`src/rtl/core/sm83_ram.sv`:
```
// Generic single-write, single-read synchronous RAM with registered read data.
module sm83_ram #(
  parameter int WIDTH = 8,
  parameter int DEPTH = 256
) (
  input  logic                     clk,
  input  logic                     we,
  input  logic [$clog2(DEPTH)-1:0] waddr,
  input  logic [WIDTH-1:0]         wdata,
  input  logic [$clog2(DEPTH)-1:0] raddr,
  output logic [WIDTH-1:0]         rdata
);

  logic [WIDTH-1:0] mem [DEPTH];

  always_ff @(posedge clk) begin
    if (we) begin
      mem[waddr] <= wdata;
    end
    rdata <= mem[raddr];
  end

endmodule
```
`config.mk`:
```
export PLATFORM = sky130hd
export DESIGN_NAME = sm83_ram
export DESIGN_NICKNAME = d
export VERILOG_FILES = /design/src/rtl/core/sm83_ram.sv
export SDC_FILE = /design/constraint.sdc
export NUM_CORES = 2
export LEC_CHECK = 0
export CORE_MARGIN = 4
export CORE_UTILIZATION = 65
export CTS_CLUSTER_DIAMETER = 100
export DETAILED_ROUTE_END_ITERATION = 6
export DONT_BUFFER_PORTS = 1
export PLACE_DENSITY = 0.88
export SLEW_MARGIN = 10
export SYNTH_ARGS = -nofsm -noshare
export SYNTH_HDL_FRONTEND = slang
export SYNTH_SLANG_ARGS = --single-unit
```
`constraint.sdc`:
```
create_clock -name clk -period 5.9 [get_ports clk]
set_input_delay 0.295 -clock clk [delete_from_list [all_inputs] [get_ports clk]]
set_output_delay 0.295 -clock clk [all_outputs]
set_load 0.005 [all_outputs]
```
Word-level counts from Yosys, hierarchy flattened. Memory sizes are Yosys's and may differ from the RTL's. A register that Yosys moved wholly into a read port is not among the register bits. Cells that the tools add are included.

Equal/unequal tests: 0. Shifts and indexed selects: 0. Reduce and logical (&&, ||, !) cells: 0. Multiplexer cells: 2. Bitwise gates (word level): 0. $lt $le $gt $ge: 0. Divide/modulo/power cells: 0. $mul: 0. Add/sub/neg operators: 0.

Operators with widths (count): 1-bit 2-to-1 mux (2).

Bits in registers: 0. Bits in read-only memories: 0. Output and inout bits: 8. Word-level logic and storage cells: 3. Latch bits: 0. Memory bits (writable): 2048. Bits of input ports: 26. Memories kept: 1.

Memory list: mem (depth 256, bits a word 8, read ports 1, clocked after memory_dff 1, wr ports 1, RTL line 14) `logic [WIDTH-1:0] mem [DEPTH];`.

Longest topological paths before layout.
Depth in word-level cells: 2. Depth in mapped cells: 11. Depth with buffers taken out: 6.

Least setup slack after synthesis. OpenSTA, ideal clock, no wires.

Kind: input port to flip-flop. From: input port raddr[0]. To: register rdata[2], read port of mem. Library setup time: 0.131 ns. Cell stages on the path: 9. Arrival time: 2.102 ns. Setup slack: 3.667 ns. Path buffers: 4. Cells stage by stage: buf_6 > buf_12 > buf_8 > buf_2 > mux4_2 > a22oi_1 > a21oi_1 > nor4_1 > nor4_2.

RTL lines: start: declaration (RTL line 10) `input logic [$clog2(DEPTH)-1:0] raddr,`; end: declaration (RTL line 11) `output logic [WIDTH-1:0] rdata`.

==> results.txt <==
reg2reg path depth - 6
final WL - 219000 um
Die X - 358 um
multiplexer share of the synthesized area - 14.6%
CP max FO - 446
Most used DFF post-synth - edfxtp_1
clock slew at reported path FFs - 0.07 ns
Final Slew Violations - 859
DR WL/cell - 39.8 um
Congestion Overflow GR - 0
CTS H-tree lvls - 4
global placer's final weighted congestion - 0.883
setup ws final - 0.606 ns
via count - 42500
DRC violations left - 11
worst hold margin - 0.0164 ns
status - finished, violations left
Clock Skews - 0.0486 ns
Layout area overhead - 8.89%
Post-DP Area - 0.0804 sq mm
failing checks - DRC, slew limit
PwrDens - 339 mW/mm^2
row count - 128
FF-to-FF End - rdata[5]
post-synthesis sequential area ratio - 77.5%
max-cap viol count - 0
EDFF count, synth - 2048
io pins - 34
fin crit share - 89.7%
Routed Antenna Nets - 0
Final nets - 3754
Mapped Area - 0.0796 sq mm
Worst Path Arrival - 5.95 ns
TNS Setup - 0 ns
# fillers - 6336
largest net degree at the start of global routing - 579
Mean Syn Cell Area - 21.3 sq um
post-DP HPWL - 106000 um
CTS tree - built
first-pass GRT wire length - 310000 um
Hold Buf Count CTS - 13
Hold Crit Depth - 4
leakage - 26.4 nW
peak supply drop - 0.376 mV
post-route minimum period - 5.29 ns
antenna violations before repair - 5
Fmax achieved - 0.189 GHz
Post-Synth XOR/XNOR Area - 0%
Resized Gates After CTS - 0
RSZ-0062 raised after global routing - no
Async SR Flop Fraction - 0%
adder-cell share of the synthesized area - 0%
Final Hold Fails - 0
simple logic cell fraction of the synthesized area - 2.63%
post-layout total power - 29.4 mW
largest family of logic cells by synthesized area - multiplexers
Synth Area in Compound Gates - 3.42%
CP Class - input port to flip-flop
die height - 358 um
hold path endpoint - rdata[2]
Setup-failing EPs final - 0
worst-margin pin slew - 3.34 ns
Rel. slew slack - -123%
synthesis warning total - 0
syn nets - 3759
Yosys cell types - 55
hold crit path type - input port to flip-flop
root buffer cell - clkbuf_16
startpoint types - input port
worst-skew pair later-pin latency - 0.83 ns
most frequent cells in the layout - edfxtp_1 (2048), mux4_2 (454), nor2_1 (279)
GRT Resource Usage Total - 34.4%
commonest non-fill, non-tap cell in the layout - edfxtp_1
Hold Startpoint - raddr[3]
vias in the first global route - 42300
clk sinks - 2056
Post-CTS Setup Bufs - 0
Die ar. - 0.128 sq mm
Mapped Cells - 3733
drt first-iter violations - 8756
DR pass1 iterations - 7
Final Instance Count excl. Fillers - 5512
vias per cell - 7.70
required time of the worst setup path - 6.56 ns
core area - 0.122 sq mm
flop2flop setup slack - 2.67 ns
I/O Buffers - 0
Final Core Density - 71.2%
share of cells above drive strength 1 - 19.8%
CTS buffer count - 186
#FFs+latches synth - 2056
CP Capture Type - flip-flop
maximum root-to-sink buffer count - 3
design area - 0.0866 sq mm
Starting Density - 65.4%
Setup WS pre-CTS - 2.42 ns
RR Startpoint - mem[67][5]
placed insts - 5148
where the power goes:
part / internal [mW] / total, mW / switching (mW)
Clock: 6.56 / 11.9 / 5.38
Sequential: 16.1 / 16.1 / 0.0386
Combinational: 0.525 / 1.27 / 0.749
worst max path at each step:
stage | startpoint | end | slack (ns) | depth (start not counted)
4_1_cts | raddr[1] | rdata[7] | 2.95 | 6
5_1_grt | raddr[0] | rdata[5] | 1.99 | 6
2_1_floorplan | raddr[0] | rdata[2] | 3.67 | 9
3_5_place_dp | raddr[1] | rdata[7] | 2.42 | 6
3_3_place_gp | raddr[0] | rdata[0] | 2.38 | 5
6_report | raddr[1] | rdata[7] | 0.61 | 6
worst max-delay path: stages:
cell and delay [ns]:
nand2_2 1.93, o221ai_1 0.40, o211ai_1 0.41, a21oi_1 0.20, nor4_1 1.15, nor4_1 0.10
logic make-up (layout without fill, tap and decap cells):
family          after synthesis  after routing
mux                         591            591
flops                      2056           2056
buf+inv                     235            378
simple gates                466            466
other cells                   0             11
compound gates              385            385
state kept, by name, indices dropped and copies added, names as in the netlist:
| register | flops |
|---|---|
| mem | 2048 |
| rdata | 8 |
cell usage after synthesis (all sizes together) (2+ instances only):
master	count	area (sq um)
o21ai	12	60.1
o221ai	47	418
and3b	2	17.5
nand3b	2	15.0
o22ai	28	175
nor2	282	1060
nand4	10	62.6
nor3	22	110
nand2	33	124
dfxtp	8	160
a2111oi	5	52.6
a211oi	16	120
a311oi	2	17.5
nor2b	31	194
or2	4	25.0
o32ai	5	51.3
mux4	456	10300
a221oi	14	129
o22a	5	43.8
o211ai	10	75.1
a31oi	2	12.5
a22oi	133	998
a22o	8	70.1
buf	122	1030
nand2b	8	50.1
mux2i	134	1340
a21oi	96	480
and2	6	37.5
edfxtp	2048	61500
nor4	27	188
nand3	34	170
clkbuf	111	417
layer usage:
layer | wire, um | part of all wire, % | global-route usage (%)
met5 | 29 | 0.013 | 0
met3 | 31900 | 15 | 10.1
met4 | 16300 | 7.4 | 19.1
met2 | 105000 | 48 | 53.5
met1 | 66600 | 30 | 44.4
area by class of cell:
class	instances	area [sq um]	share of cell area, %
Sequential cell	2056	61700	71.2
Inverter	2	7.51	0.00867
Multi-Input combinational cell	1442	16500	19.1
Timing Repair Buffer	40	518	0.598
Tap cell	1625	2030	2.35
Antenna cell	11	27.5	0.0318
Clock buffer	238	4980	5.74
Clock inverter	98	863	0.997
Power figures use the tool's default switching activity.
